[config.mk]
export PLATFORM = sky130hd
export DESIGN_NAME = planar_to_chunky_converter
export DESIGN_NICKNAME = d
export VERILOG_FILES = /design/src/hdl/ptc_pkg.sv /design/src/hdl/ptc_front.sv /design/src/hdl/ptc_queue.sv /design/src/hdl/ptc_back.sv /design/src/hdl/planar_to_chunky_converter.sv
export VERILOG_INCLUDE_DIRS = /design/src /design/src/hdl
export SDC_FILE = /design/constraint.sdc
export NUM_CORES = 2
export LEC_CHECK = 0
export BUFFER_PORTS_ARGS = -buffer_cell sky130_fd_sc_hd__buf_4
export CORE_ASPECT_RATIO = 1.25
export CORE_UTILIZATION = 30
export CTS_CLUSTER_SIZE = 30
export DETAILED_ROUTE_END_ITERATION = 12
export HOLD_SLACK_MARGIN = 0.12
export PLACE_DENSITY = 0.51
export SKIP_CTS_REPAIR_TIMING = 1
export SYNTH_ARGS = -nofsm -noshare
export SYNTH_HDL_FRONTEND = slang
export SYNTH_HIERARCHICAL = 1
export SYNTH_SLANG_ARGS = --single-unit
[constraint.sdc]
create_clock -name clk -period 6.5 [get_ports clk]
set_clock_uncertainty 0.15 [all_clocks]
set_input_delay 0.325 -clock clk [delete_from_list [all_inputs] [get_ports clk]]
set_output_delay 0.325 -clock clk [all_outputs]
set_load 0.03 [all_outputs]
[src/hdl/planar_to_chunky_converter_macros.svh]
// ============================================================================
// Planar to chunky converter assertion macros
// Shared assertion forms, all clocked on clk and disabled while rst is high.
// ============================================================================
`ifndef PLANAR_TO_CHUNKY_CONVERTER_MACROS_SVH
`define PLANAR_TO_CHUNKY_CONVERTER_MACROS_SVH

// A condition that holds at every clock edge.
`define PTC_ASSERT_HOLDS(lbl, cond, msg) \
  lbl: assert property (@(posedge clk) disable iff (rst) (cond)) else $error(msg);

// A consequence that holds at the same edge as its cause.
`define PTC_ASSERT_IMPLIES(lbl, ante, cons, msg) \
  lbl: assert property (@(posedge clk) disable iff (rst) (ante) |-> (cons)) \
    else $error(msg);

// A consequence that holds at the next edge after its cause.
`define PTC_ASSERT_NEXT(lbl, ante, cons, msg) \
  lbl: assert property (@(posedge clk) disable iff (rst) (ante) |=> (cons)) \
    else $error(msg);

`endif

[src/hdl/ptc_pkg.sv]
// ============================================================================
// Planar to chunky converter package
// Widths, register codes and the job format shared by all converter modules.
// ============================================================================
`default_nettype none

package ptc_pkg;

  // Field and port widths.
  localparam int BYTE_W      = 8;
  localparam int PIX_W       = 4;
  localparam int X_W         = 10;
  localparam int BPP_W       = 3;
  localparam int LINE_W      = 10;
  localparam int CFG_INDEX_W = 2;
  localparam int CFG_DATA_W  = 10;
  localparam int OUT_DATA_W  = 16;

  // Geometry of the planar formats.
  localparam int PIX_PER_BYTE  = 8;
  localparam int PIX_PER_GROUP = 16;
  localparam int PLANE_WORD_W  = 16;
  localparam int MAX_PLANES    = 4;
  localparam int DEPTH_CAP     = (MAX_PLANES < PIX_W) ? MAX_PLANES : PIX_W;
  localparam int STORE_BITS    = 3;
  localparam int PLANES_W      = PIX_W * PLANE_WORD_W;

  // Defaults.
  localparam int DEF_MAX_LINE_PIXELS = 640;
  localparam int QUEUE_DEPTH         = 4;
  localparam logic [BPP_W-1:0]  BPP_RESET  = 3'd4;
  localparam logic [LINE_W-1:0] LINE_RESET = 10'd320;
  localparam logic              MODE_RESET = 1'b0;

  // Configuration register indexes.
  typedef enum logic [CFG_INDEX_W-1:0] {
    REG_BITS_PER_PIXEL  = 2'd0,
    REG_LINE_PIXELS     = 2'd1,
    REG_INTERLEAVE_MODE = 2'd2
  } cfg_reg_t;

  // One unit of work for the pixel serializer: 16 or 8 finished pixels.
  typedef struct packed {
    logic [PIX_PER_GROUP-1:0][PIX_W-1:0] pix;
    logic                                wide;
    logic [X_W-1:0]                      x_base;
    logic                                lend;
  } job_t;

  // Queue status seen by the front end.
  typedef struct packed {
    logic room;
    logic full;
  } q_status_t;

endpackage

`default_nettype wire

[src/hdl/ptc_front.sv]
// ============================================================================
// Planar to chunky front end
// Holds the configuration, takes bytes, assembles plane words or updates the
// line store, and hands finished pixel jobs to the queue.
// ============================================================================
`default_nettype none
`include "planar_to_chunky_converter_macros.svh"

module ptc_front #(
  parameter int MAX_LINE_PIXELS = ptc_pkg::DEF_MAX_LINE_PIXELS
) (
  input  logic                           clk,
  input  logic                           rst,
  input  logic                           cfg_valid,
  output logic                           cfg_ready,
  input  logic [ptc_pkg::CFG_INDEX_W-1:0] cfg_index,
  input  logic [ptc_pkg::CFG_DATA_W-1:0]  cfg_data,
  input  logic                           s_tvalid,
  output logic                           s_tready,
  input  logic [ptc_pkg::BYTE_W-1:0]      s_tdata,
  input  ptc_pkg::q_status_t              q_stat,
  output logic                           push,
  output ptc_pkg::job_t                   push_job
);
  import ptc_pkg::*;

  localparam int GROUPS_MAX = MAX_LINE_PIXELS / PIX_PER_GROUP;
  localparam int ROWS       = GROUPS_MAX * 2;
  localparam int GI_W       = (GROUPS_MAX > 1) ? $clog2(GROUPS_MAX) : 1;
  localparam int RI_W       = $clog2(ROWS);
  localparam int GC_W       = $clog2(GROUPS_MAX + 1);
  localparam int RAW_G_W    = LINE_W - 4;
  localparam int CW         = ((GC_W > RAW_G_W) ? GC_W : RAW_G_W) + 2;
  localparam int ROW_W      = STORE_BITS * PIX_PER_BYTE;

  typedef enum logic [1:0] {
    KIND_GROUP = 2'd0,
    KIND_TOP   = 2'd1,
    KIND_LOWER = 2'd2
  } kind_t;

  // Configuration registers.
  logic [BPP_W-1:0]  bpp;
  logic [LINE_W-1:0] line_px;
  logic              mode;
  logic              cfg_hit;

  // Conversion state.
  logic [PLANES_W-1:0] plane_words;
  logic [2:0]          byte_cnt;
  logic [GI_W-1:0]     group_index;
  logic [RI_W-1:0]     row_idx;
  logic [1:0]          plane_idx;

  // Second stage: one accepted item waiting for its line store row.
  logic              b_valid;
  kind_t             b_kind;
  logic [BYTE_W-1:0] b_byte;
  logic [RI_W-1:0]   b_row;
  logic [1:0]        b_plane;
  logic [X_W-1:0]    b_xbase;
  logic              b_lend;

  // Line store: one row of eight 3-bit entries per input byte position.
  logic [ROW_W-1:0] store [ROWS];
  logic [ROW_W-1:0] rd_row;
  logic [ROW_W-1:0] wr_row;

  logic [BPP_W-1:0] depth;
  logic [CW-1:0]    g_raw;
  logic [CW-1:0]    groups;
  logic [CW-1:0]    row_bytes;
  logic [3:0]       cnt_inc;
  logic             group_done;
  logic [2:0]       byte_pos;
  logic             grp_lend;
  logic [RI_W-1:0]  rr;
  logic [1:0]       pp;
  logic             line_top;
  logic             row_done;
  logic             s_accept;
  logic [1:0]       dm1;

  assign cfg_ready = 1'b1;
  assign s_tready  = q_stat.room;
  assign s_accept  = s_tvalid && s_tready;

  // Only the listed registers restart the line.
  always_comb begin
    case (cfg_reg_t'(cfg_index))
      REG_BITS_PER_PIXEL:  cfg_hit = cfg_valid;
      REG_LINE_PIXELS:     cfg_hit = cfg_valid;
      REG_INTERLEAVE_MODE: cfg_hit = cfg_valid;
      default:             cfg_hit = 1'b0;
    endcase
  end

  // Effective depth and line length after clamping.
  always_comb begin
    if (bpp == '0) begin
      depth = BPP_W'(1);
    end else if (bpp > BPP_W'(DEPTH_CAP)) begin
      depth = BPP_W'(DEPTH_CAP);
    end else begin
      depth = bpp;
    end
    g_raw = CW'(line_px[LINE_W-1:4]);
    if (g_raw == '0) begin
      groups = CW'(1);
    end else if (g_raw > CW'(GROUPS_MAX)) begin
      groups = CW'(GROUPS_MAX);
    end else begin
      groups = g_raw;
    end
    row_bytes = groups << 1;
  end

  // Word-interleaved bookkeeping.
  assign cnt_inc    = {1'b0, byte_cnt} + 4'd1;
  assign group_done = cnt_inc >= {depth, 1'b0};
  assign byte_pos   = {byte_cnt[2:1], ~byte_cnt[0]};
  assign grp_lend   = (CW'(group_index) + CW'(1)) >= groups;

  // Line-interleaved bookkeeping.
  assign rr       = (CW'(row_idx) >= row_bytes) ? '0 : row_idx;
  assign pp       = ({1'b0, plane_idx} >= depth) ? '0 : plane_idx;
  assign line_top = ({1'b0, pp} + 3'd1) >= depth;
  assign row_done = (CW'(rr) + CW'(1)) >= row_bytes;

  // Control and conversion state.
  always_ff @(posedge clk) begin
    if (rst) begin
      bpp         <= BPP_RESET;
      line_px     <= LINE_RESET;
      mode        <= MODE_RESET;
      plane_words <= '0;
      byte_cnt    <= '0;
      group_index <= '0;
      row_idx     <= '0;
      plane_idx   <= '0;
      b_valid     <= 1'b0;
    end else begin
      b_valid <= s_accept && (mode || group_done);
      if (cfg_hit) begin
        case (cfg_reg_t'(cfg_index))
          REG_BITS_PER_PIXEL:  bpp     <= cfg_data[BPP_W-1:0];
          REG_LINE_PIXELS:     line_px <= cfg_data[LINE_W-1:0];
          REG_INTERLEAVE_MODE: mode    <= cfg_data[0];
          default:             mode    <= mode;
        endcase
        plane_words <= '0;
        byte_cnt    <= '0;
        group_index <= '0;
        row_idx     <= '0;
        plane_idx   <= '0;
      end else if (s_accept) begin
        if (mode) begin
          row_idx <= row_done ? '0 : rr + RI_W'(1);
          if (row_done) begin
            plane_idx <= line_top ? '0 : pp + 2'd1;
          end else begin
            plane_idx <= pp;
          end
        end else begin
          plane_words[8*byte_pos +: 8] <= s_tdata;
          if (group_done) begin
            byte_cnt    <= '0;
            group_index <= grp_lend ? '0 : group_index + GI_W'(1);
          end else begin
            byte_cnt <= cnt_inc[2:0];
          end
        end
      end
    end
  end

  // Payload of the second stage.
  always_ff @(posedge clk) begin
    if (s_accept) begin
      b_byte  <= s_tdata;
      b_row   <= rr;
      b_plane <= pp;
      if (mode) begin
        b_kind  <= line_top ? KIND_TOP : KIND_LOWER;
        b_xbase <= X_W'({rr, 3'b000});
        b_lend  <= row_done;
      end else begin
        b_kind  <= KIND_GROUP;
        b_xbase <= X_W'({group_index, 4'b0000});
        b_lend  <= grp_lend;
      end
    end
  end

  // Line store: read at accept, lower planes written back in the following cycle.
  always_ff @(posedge clk) begin
    if (s_accept && mode) begin
      rd_row <= store[rr];
    end
    if (b_valid && b_kind == KIND_LOWER) begin
      store[b_row] <= wr_row;
    end
  end

  assign dm1 = 2'(depth - BPP_W'(1));

  // Build the pixel job or the new store row.
  always_comb begin
    logic       bit_v;
    logic [2:0] ent;
    logic [3:0] low;
    bit_v           = 1'b0;
    ent             = '0;
    low             = '0;
    push_job        = '0;
    wr_row          = '0;
    push_job.x_base = b_xbase;
    push_job.lend   = b_lend;
    push_job.wide   = (b_kind == KIND_GROUP);
    if (b_kind == KIND_GROUP) begin
      for (int j = 0; j < PIX_PER_GROUP; j++) begin
        for (int p = 0; p < PIX_W; p++) begin
          push_job.pix[j][p] = (p < int'(depth)) &&
                               plane_words[p*PLANE_WORD_W + PLANE_WORD_W - 1 - j];
        end
      end
    end else begin
      for (int i = 0; i < PIX_PER_BYTE; i++) begin
        bit_v = b_byte[PIX_PER_BYTE-1-i];
        ent   = rd_row[STORE_BITS*i +: STORE_BITS];
        low   = {1'b0, ent} & ((4'd1 << dm1) - 4'd1);
        push_job.pix[i] = low | (4'(bit_v) << dm1);
        if (b_plane == 2'd0) begin
          wr_row[STORE_BITS*i +: STORE_BITS] = 3'(bit_v);
        end else begin
          wr_row[STORE_BITS*i +: STORE_BITS] = ent | (3'(bit_v) << b_plane);
        end
      end
    end
  end

  assign push = b_valid && (b_kind != KIND_LOWER);

  // A store write never meets a read of the same row.
  `PTC_ASSERT_IMPLIES(a_store_hazard, s_accept && mode && b_valid && b_kind == KIND_LOWER, rr != b_row, "line store row read while its write is pending")
  // The queue always has a slot for a finished job.
  `PTC_ASSERT_IMPLIES(a_push_room, push, !q_stat.full, "job pushed into a full queue")
  // The byte count of a plane group stays inside the group.
  `PTC_ASSERT_HOLDS(a_group_count, cnt_inc <= {depth, 1'b0}, "plane group byte count out of range")

endmodule

`default_nettype wire

[src/hdl/ptc_queue.sv]
// ============================================================================
// Planar to chunky job queue
// Short first-in first-out queue of pixel jobs between front and back end.
// ============================================================================
`default_nettype none
`include "planar_to_chunky_converter_macros.svh"

module ptc_queue (
  input  logic               clk,
  input  logic               rst,
  input  logic               push,
  input  ptc_pkg::job_t       push_job,
  input  logic               pop,
  output logic               q_valid,
  output ptc_pkg::job_t       q_job,
  output ptc_pkg::q_status_t  q_stat
);
  import ptc_pkg::*;

  localparam int PTR_W = $clog2(QUEUE_DEPTH);
  localparam int CNT_W = $clog2(QUEUE_DEPTH + 1);

  job_t             slots [QUEUE_DEPTH];
  logic [PTR_W-1:0] wr_ptr;
  logic [PTR_W-1:0] rd_ptr;
  logic [CNT_W-1:0] count;

  assign q_valid     = (count != '0);
  assign q_job       = slots[rd_ptr];
  assign q_stat.full = (count == CNT_W'(QUEUE_DEPTH));
  assign q_stat.room = (count <= CNT_W'(QUEUE_DEPTH - 2));

  // Pointers and fill count.
  always_ff @(posedge clk) begin
    if (rst) begin
      wr_ptr <= '0;
      rd_ptr <= '0;
      count  <= '0;
    end else begin
      if (push) begin
        wr_ptr <= (wr_ptr == PTR_W'(QUEUE_DEPTH - 1)) ? '0 : wr_ptr + PTR_W'(1);
      end
      if (pop) begin
        rd_ptr <= (rd_ptr == PTR_W'(QUEUE_DEPTH - 1)) ? '0 : rd_ptr + PTR_W'(1);
      end
      if (push && !pop) begin
        count <= count + CNT_W'(1);
      end else if (pop && !push) begin
        count <= count - CNT_W'(1);
      end
    end
  end

  // Job storage.
  always_ff @(posedge clk) begin
    if (push) begin
      slots[wr_ptr] <= push_job;
    end
  end

  `PTC_ASSERT_HOLDS(a_count_range, count <= CNT_W'(QUEUE_DEPTH), "queue count beyond depth")
  `PTC_ASSERT_IMPLIES(a_pop_empty, pop, count != '0, "job taken from an empty queue")
  `PTC_ASSERT_NEXT(a_push_count, push && !pop, count == $past(count) + CNT_W'(1), "queue count did not follow a push")

endmodule

`default_nettype wire

[src/hdl/ptc_back.sv]
// ============================================================================
// Planar to chunky back end
// Takes pixel jobs from the queue and sends one pixel per cycle through an
// output register while the m_ port is not held by a low m_tready.
// ============================================================================
`default_nettype none

module ptc_back (
  input  logic                           clk,
  input  logic                           rst,
  input  logic                           q_valid,
  input  ptc_pkg::job_t                   q_job,
  output logic                           pop,
  output logic                           m_tvalid,
  input  logic                           m_tready,
  output logic [ptc_pkg::OUT_DATA_W-1:0]  m_tdata,
  output logic                           m_tuser,
  output logic                           m_tlast
);
  import ptc_pkg::*;

  localparam int K_W = $clog2(PIX_PER_GROUP);

  job_t           cur;
  logic           cur_valid;
  logic [K_W-1:0] k;
  logic [K_W-1:0] last_k;
  logic           adv;
  logic           fin;
  logic [X_W-1:0] x;

  assign last_k = cur.wide ? K_W'(PIX_PER_GROUP - 1) : K_W'(PIX_PER_BYTE - 1);
  assign adv    = cur_valid && (!m_tvalid || m_tready);
  assign fin    = adv && (k == last_k);
  assign pop    = q_valid && (!cur_valid || fin);
  assign x      = cur.x_base + X_W'(k);

  // Job sequencing and output valid.
  always_ff @(posedge clk) begin
    if (rst) begin
      cur_valid <= 1'b0;
      k         <= '0;
      m_tvalid  <= 1'b0;
    end else begin
      if (pop) begin
        cur_valid <= 1'b1;
        k         <= '0;
      end else if (fin) begin
        cur_valid <= 1'b0;
      end else if (adv) begin
        k <= k + K_W'(1);
      end
      if (adv) begin
        m_tvalid <= 1'b1;
      end else if (m_tready) begin
        m_tvalid <= 1'b0;
      end
    end
  end

  // Current job and output payload.
  always_ff @(posedge clk) begin
    if (pop) begin
      cur <= q_job;
    end
    if (adv) begin
      m_tdata <= OUT_DATA_W'({x, cur.pix[k]});
      m_tuser <= (k == last_k);
      m_tlast <= (k == last_k) && cur.lend;
    end
  end

endmodule

`default_nettype wire

[src/hdl/planar_to_chunky_converter.sv]
// ============================================================================
// Planar to chunky converter
// Turns raw bitplane image bytes into one color index per pixel.
// ============================================================================
// Bytes enter on the s_ stream one per cycle while the job queue has room; in
// word-interleaved mode every 2*depth bytes form a group of 16 pixels, and in
// line-interleaved mode the bytes of the lower plane rows go into a line store
// of MAX_LINE_PIXELS/8 rows (one per byte position, eight 3-bit entries each)
// while each byte of the top plane row yields 8 pixels. The line store needs
// no clearing pass: plane 0 rewrites each row before it is read. Pixels leave
// on the m_ stream at one per cycle while m_tready is high, from a serializer
// behind a 4-job queue, so the sustained rate is set by that output port: a
// word group yields 16 pixels, a top plane byte 8, a lower plane byte none.
// A job passes the second stage, the queue and the job and output registers.
// Configuration writes are taken at any time, in the cycle they arrive; those
// to defined registers restart the line; they are meant for an idle converter.
`default_nettype none

module planar_to_chunky_converter #(
  parameter int MAX_LINE_PIXELS = ptc_pkg::DEF_MAX_LINE_PIXELS
) (
  input  logic                           clk,
  input  logic                           rst,
  // Configuration write channel.
  input  logic                           cfg_valid,
  output logic                           cfg_ready,
  input  logic [ptc_pkg::CFG_INDEX_W-1:0] cfg_index,
  input  logic [ptc_pkg::CFG_DATA_W-1:0]  cfg_data,
  // Input bytes.
  input  logic                           s_tvalid,
  output logic                           s_tready,
  input  logic [ptc_pkg::BYTE_W-1:0]      s_tdata,   // [7:0] byte_in
  // Output pixels.
  output logic                           m_tvalid,
  input  logic                           m_tready,
  output logic [ptc_pkg::OUT_DATA_W-1:0]  m_tdata,   // [3:0] pixel_value, [13:4] pixel_x
  output logic                           m_tuser,   // [0] run_last
  output logic                           m_tlast    // line_end
);
  import ptc_pkg::*;

  logic      push;
  job_t      push_job;
  logic      pop;
  logic      q_valid;
  job_t      q_job;
  q_status_t q_stat;

  ptc_front #(
    .MAX_LINE_PIXELS(MAX_LINE_PIXELS)
  ) u_front (
    .clk      (clk),
    .rst      (rst),
    .cfg_valid(cfg_valid),
    .cfg_ready(cfg_ready),
    .cfg_index(cfg_index),
    .cfg_data (cfg_data),
    .s_tvalid (s_tvalid),
    .s_tready (s_tready),
    .s_tdata  (s_tdata),
    .q_stat   (q_stat),
    .push     (push),
    .push_job (push_job)
  );

  ptc_queue u_queue (
    .clk     (clk),
    .rst     (rst),
    .push    (push),
    .push_job(push_job),
    .pop     (pop),
    .q_valid (q_valid),
    .q_job   (q_job),
    .q_stat  (q_stat)
  );

  ptc_back u_back (
    .clk     (clk),
    .rst     (rst),
    .q_valid (q_valid),
    .q_job   (q_job),
    .pop     (pop),
    .m_tvalid(m_tvalid),
    .m_tready(m_tready),
    .m_tdata (m_tdata),
    .m_tuser (m_tuser),
    .m_tlast (m_tlast)
  );

endmodule

`default_nettype wire
Word level (Yosys, flattened, before mapping). Memory sizes are Yosys's and may differ from the RTL's. A register that Yosys moved wholly into a read port is not among the register bits. Index checks and enable logic that the tools add are counted.

Flip-flop bits (word level): 156. Latch bits: 0. RAM bits: 2224. Bits in read-only memories: 0. Bits of input ports: 25. Output and inout bits: 21. Logic and storage cells: 253. Memories: 2.

Add/subtract/negate cells: 16. Multipliers: 0. Div/mod/pow operators: 0. Order comparisons: 14. Equality and inequality tests: 7. Shift-type cells: 19. Muxes and demuxes: 42. Bitwise operators: 27. Reduce and logical (&&, ||, !) cells: 101.

Memories: u_front.store (depth 80, width 24, read ports 1, clocked after Yosys merged registers in 1, wr ports 1, RTL line ptc_front.sv:65) `logic [ROW_W-1:0] store [ROWS];`; u_queue.slots (depth 4, width 76, read ports 1, clocked after Yosys merged registers in 1, wr ports 1, RTL line ptc_queue.sv:23) `job_t slots [QUEUE_DEPTH];`.

Operators by type and width (number): 1-bit logical AND (75); 64-bit bitwise mux (1); 32-bit two-way mux (2); 8-bit by 34-bit variable shift with 64-bit output (first input constant) (1); 8-bit by 34-bit indexed part select with 64-bit output (1); 3-bit two-way mux (13); 6-bit negator with 34-bit output (1); 3-bit by 4-bit bitwise AND with 4-bit output (8); 4-bit bitwise OR (8); 1-bit by 2-bit << shifter with 4-bit output (8); 24-bit two-way mux (1); 3-bit bitwise OR (8); 1-bit by 2-bit << shifter with 3-bit output (8); 4-bit binary-select mux with 4-bit select (1); 8-bit greater-or-equal comparator (2); 7-bit two-way mux (2); 2-bit two-way mux (6); 6-bit two-way mux (2); 2-bit AND reduction (6); 10-bit by 4-bit adder with 10-bit output (1); 1-bit two-way mux (10); 10-bit two-way mux (1); 7-bit by 1-bit adder with 8-bit output (second input constant) (1); 2-bit equality test (second input constant) (4); other kinds (38) (55).

Logic depth before layout (Yosys ltp).
Depth in word-level cells: 9. Mapped depth: 22. Depth with buffers taken out: 20.

Cells and area by module. The synthesis kept the hierarchy.

Modules (own cells, without submodules): ptc_front (instances 1, cells an instance 5255, area an instance 82517.9 um2, sequential area each 61048.6 um2); ptc_queue (instances 1, cells an instance 442, area an instance 11457.2 um2, sequential area each 9308.9 um2); ptc_back (instances 1, cells an instance 222, area an instance 3952.5 um2, sequential area each 2882.8 um2).

Least setup slack after synthesis. No wires, ideal clock.

Path kind: register to register. Start: register u_front.row_idx[1]. End: register u_front.b_lend (data pin). Library setup time: 287 ps. Data arrival time: 4070 ps. Data required time: 6063 ps. Path slack: 1993 ps. Stages on the path, launching flop included: 22. Path buffers: 5. Period minus slack after synthesis: 4507 ps. Path through: dfxtp_1 -> clkbuf_1 -> inv_2 -> clkbuf_1 -> clkbuf_1 -> ha_1 -> nor2b_1 -> o211ai_4 -> nand4_2 -> buf_4 -> inv_1 -> ha_1 -> and3_1 -> xor2_1 -> ha_1 -> a21o_1 -> a21o_1 -> a21oi_1 -> o41ai_1 -> a21oi_1 -> buf_2 -> mux2i_1.

Word-level cells in the longest chain between the ends: 5.

Ends and longest elaborated chain: start, declared (RTL line ptc_front.sv:52) `logic [RI_W-1:0] row_idx;`; start signal, assigned (RTL line ptc_front.sv:158) `row_idx <= row_done ? '0 : rr + RI_W'(1);`; 7-bit by 8-bit greater-or-equal comparator with 1-bit output (RTL line ptc_front.sv:125) `assign rr = (CW'(row_idx) >= row_bytes) ? '0 : row_idx;`; 7-bit two-way mux (*) (RTL line ptc_front.sv:125); via u_front.rr[1] (RTL line ptc_front.sv:77) `logic [RI_W-1:0] rr;`; 7-bit by 1-bit adder with 8-bit output (*) (RTL line ptc_front.sv:128) `assign row_done = (CW'(rr) + CW'(1)) >= row_bytes;`; 8-bit greater-or-equal comparator (*) (RTL line ptc_front.sv:128); 1-bit two-way mux (*) (RTL line ptc_front.sv:183) `if (mode) begin`; end signal, assigned (RTL line ptc_front.sv:186) `b_lend <= row_done;`; end signal, assigned (RTL line ptc_front.sv:190) `b_lend <= grp_lend;`; end, declared (RTL line ptc_front.sv:62) `logic b_lend;`.

The timed path passes the listed nets; every way through them passes the cells marked *. A chain may end at the register's enable or synchronous reset.

Worst setup path after layout.
Start: register u_front.line_px[7]. End: register u_front.plane_idx[1].

Word-level cells in the longest chain between the ends: 8. Elaborated cells between the ends (all ways): 9. Classes of those cells: add/sub: 1; order compare: 3; mux: 4; reduce/logical: 1.

Ends and longest elaborated chain: start, declared (RTL line ptc_front.sv:44) `logic [LINE_W-1:0] line_px;`; start signal, assigned (RTL line ptc_front.sv:147) `REG_LINE_PIXELS: line_px <= cfg_data[LINE_W-1:0];`; 6-bit > comparator (RTL line ptc_front.sv:110) `end else if (g_raw > CW'(GROUPS_MAX)) begin`; 6-bit two-way mux (RTL line ptc_front.sv:110); 8-bit two-way mux (*) (RTL line ptc_front.sv:108) `if (g_raw == '0) begin`; 7-bit by 8-bit greater-or-equal comparator with 1-bit output (*) (RTL line ptc_front.sv:125); 7-bit two-way mux (*) (RTL line ptc_front.sv:125); via u_front.rr[0] (RTL line ptc_front.sv:77); 7-bit by 1-bit adder with 8-bit output (*) (RTL line ptc_front.sv:128); 8-bit greater-or-equal comparator (*) (RTL line ptc_front.sv:128); 2-bit two-way mux (*) (RTL line ptc_front.sv:159) `if (row_done) begin`; end signal, assigned (RTL line ptc_front.sv:160) `plane_idx <= line_top ? '0 : pp + 2'd1;`; end signal, assigned (RTL line ptc_front.sv:162) `plane_idx <= pp;`; end, declared (RTL line ptc_front.sv:53) `logic [1:0] plane_idx;`.

Marks and branches as above.

==> results.json <==
{
  "cp-end-kind": "register",
  "hold_viol": 0,
  "path_clk_slew_ns": 0.06,
  "power_frac_clock_pct": 39.1,
  "clkLatencyLatePin_ns": 0.91,
  "die-area_um2": 329000,
  "viasPerCell": 5.16,
  "drv_cap": 0,
  "power.density_nw_per_um2": 310,
  "area.growth.synth_to_final_pct": 14.5,
  "rows": 234,
  "power_frac_seq_pct": 53.6,
  "multi_input_area_um2": 23400,
  "avgSynthCellArea_um2": 16.5,
  "antenna_found_initial": 11,
  "cts_buffers": 247,
  "comb_power_share_pct": 7.4,
  "nets": 6140,
  "grt-ovfl-total": 0,
  "period_share_pct": 80.7,
  "fillCellCount": 30758,
  "drive_gt1_share_pct": 17.6,
  "rsz0062_at_grt": "no",
  "grt.total_usage_pct": 16.3,
  "wire_per_inst_um": 26.1,
  "place_hpwl_mm": 156,
  "cts.sink_count": 2475,
  "netSwitchingPower_mw": 8.00,
  "tns_ns": 0,
  "cellLeakagePower_nw": 34.4,
  "final_common_cell": "edfxtp_1",
  "p_int_mw": 26.8,
  "setup_viol_count_final": 0,
  "postRouteAntennaNets": 0,
  "fp.dieH_um": 641,
  "coreArea_um2": 325000,
  "peakVddDrop_v": 0.000337,
  "slew_viol_final": 0,
  "syn_inst": 5918,
  "fmax_mhz": 191,
  "tightest_slew_ns": 1.36,
  "drc": 0,
  "worstPathArrival_ns": 5.86,
  "period_needed_ns": 5.25,
  "gp_congestion": 0.810,
  "syn-cell-area_um2": 97900,
  "die_w_um": 513,
  "layout_common_cells": "edfxtp_1, a21oi_1, mux2i_1",
  "yosysWarnings": 6,
  "grt_pass1_wl_mm": 391,
  "dr.pass1.iters": 6,
  "hp-class": "primary input to register",
  "status": "completed",
  "root_buffer": "clkbuf_16",
  "cts_tree": "yes",
  "port_buffers": 41,
  "relSlewSlack_pct": 9.61,
  "p_sw_share_pct": 23.0,
  "grt_max_degree": 143,
  "finalCoreUtilization_pct": 34.5,
  "path_max_fanout": 27,
  "crit_required_ns": 7.12,
  "wirelength_mm": 274,
  "start_util_pct": 30.1,
  "crit_type": "register to register",
  "critPathLaunchType": "register",
  "vias": 54214,
  "num_io_pins": 46,
  "clockBufferDepth": 4,
  "regArea_um2": 73300,
  "htree_levels": 4,
  "grt_pass1_vias": 54648,
  "drtIter0Drc": 4486
}
## worst max-delay path, cell delays in order (launching register included)
cell and delay, ns:
dfxtp_1 0.36, nor4_1 0.25, o21ai_0 0.13, nand2_1 0.21
ha_1 0.23, nand3b_1 0.18, a2bb2oi_1 0.46, nand2_4 0.42
inv_1 0.28, ha_1 0.25, and3_1 0.22, xor2_1 0.22
ha_1 0.28, a21o_1 0.17, a21o_1 0.17, a21oi_1 0.16
o41ai_1 0.11, a21oi_1 0.27, buf_4 0.24, a21oi_1 0.10
nand2b_1 0.16, a21oi_1 0.12
## per-stage QoR
| stage | std cells | setup slack, ns | power (mW) | cell area, µm² | hold slack, ns |
|---|---|---|---|---|---|
| 2_1_floorplan | 5921 | 1.99 | 20.5 | 97900 | 0.244 |
| 3_3_place_gp | 10034 | 1.23 | 21.5 | 104000 | 0.284 |
| 3_5_place_dp | 10034 | 1.27 | 21.6 | 104000 | 0.290 |
| 4_1_cts | 10478 | 1.24 | 35.1 | 112000 | -0.588 |
| 5_1_grt | 10511 | 0.975 | 35.8 | 112000 | 0.143 |
| 6_report | 10511 | 1.25 | 34.8 | 112000 | 0.117 |
## path summary, 6_finish.rpt
| path | depth (start not counted) | end | start | slack (ns) |
|---|---|---|---|---|
| worst min register to register | 2 | u_front/plane_words[35]$_SDFFE_PP0P_ | u_front/plane_words[35]$_SDFFE_PP0P_ | 0.30 |
| worst min-delay path | 3 | u_front/line_px[6]$_SDFFE_PP1P_ | cfg_index[1] | 0.12 |
| worst max register to register | 21 | u_front/plane_idx[1]$_SDFFE_PP0P_ | u_front/line_px[7]$_SDFFE_PP0P_ | 1.25 |
| worst max-delay path | 21 | u_front/plane_idx[1]$_SDFFE_PP0P_ | u_front/line_px[7]$_SDFFE_PP0P_ | 1.25 |
## routing by layer
metal	vias up	global-route usage, %	wire length [µm]
li1	23950	-	-
met1	28336	20.3	113000
met2	1507	28.7	138000
met3	417	1.89	12700
met4	4	6.37	10400
met5	-	0	22
## sequential cells by signal (all words and copies together), names as in the netlist, 7 cells and up, named ones only
register,count
u_back/cur,76
u_back/m_tdata,14
u_front/b_byte,8
u_front/b_row,7
u_front/b_xbase,7
u_front/plane_words,64
u_front/rd_row,24
u_front/row_idx,7
u_front/store,1920
u_queue/slots,304
## cell type report
type                    count  area share [%]
inverters                  86           0.292
well taps                4248            4.74
diodes                      2         0.00446
clock buffers             311            5.82
multi-input cells        2988            20.9
repair buffers            268            1.97
flip-flops and latches   2475            65.3
clock inverters           133           0.944
## power groups by stage
stage	sequential [mW]	combinational, mW	clock [mW]
3_5_place_dp	19.0	2.60	0
4_1_cts	18.6	2.61	13.9
2_1_floorplan	19.0	1.53	0
6_report	18.6	2.56	13.6
3_3_place_gp	19.0	2.52	0
5_1_grt	18.7	2.75	14.4
(Power assumes the default switching activity.)
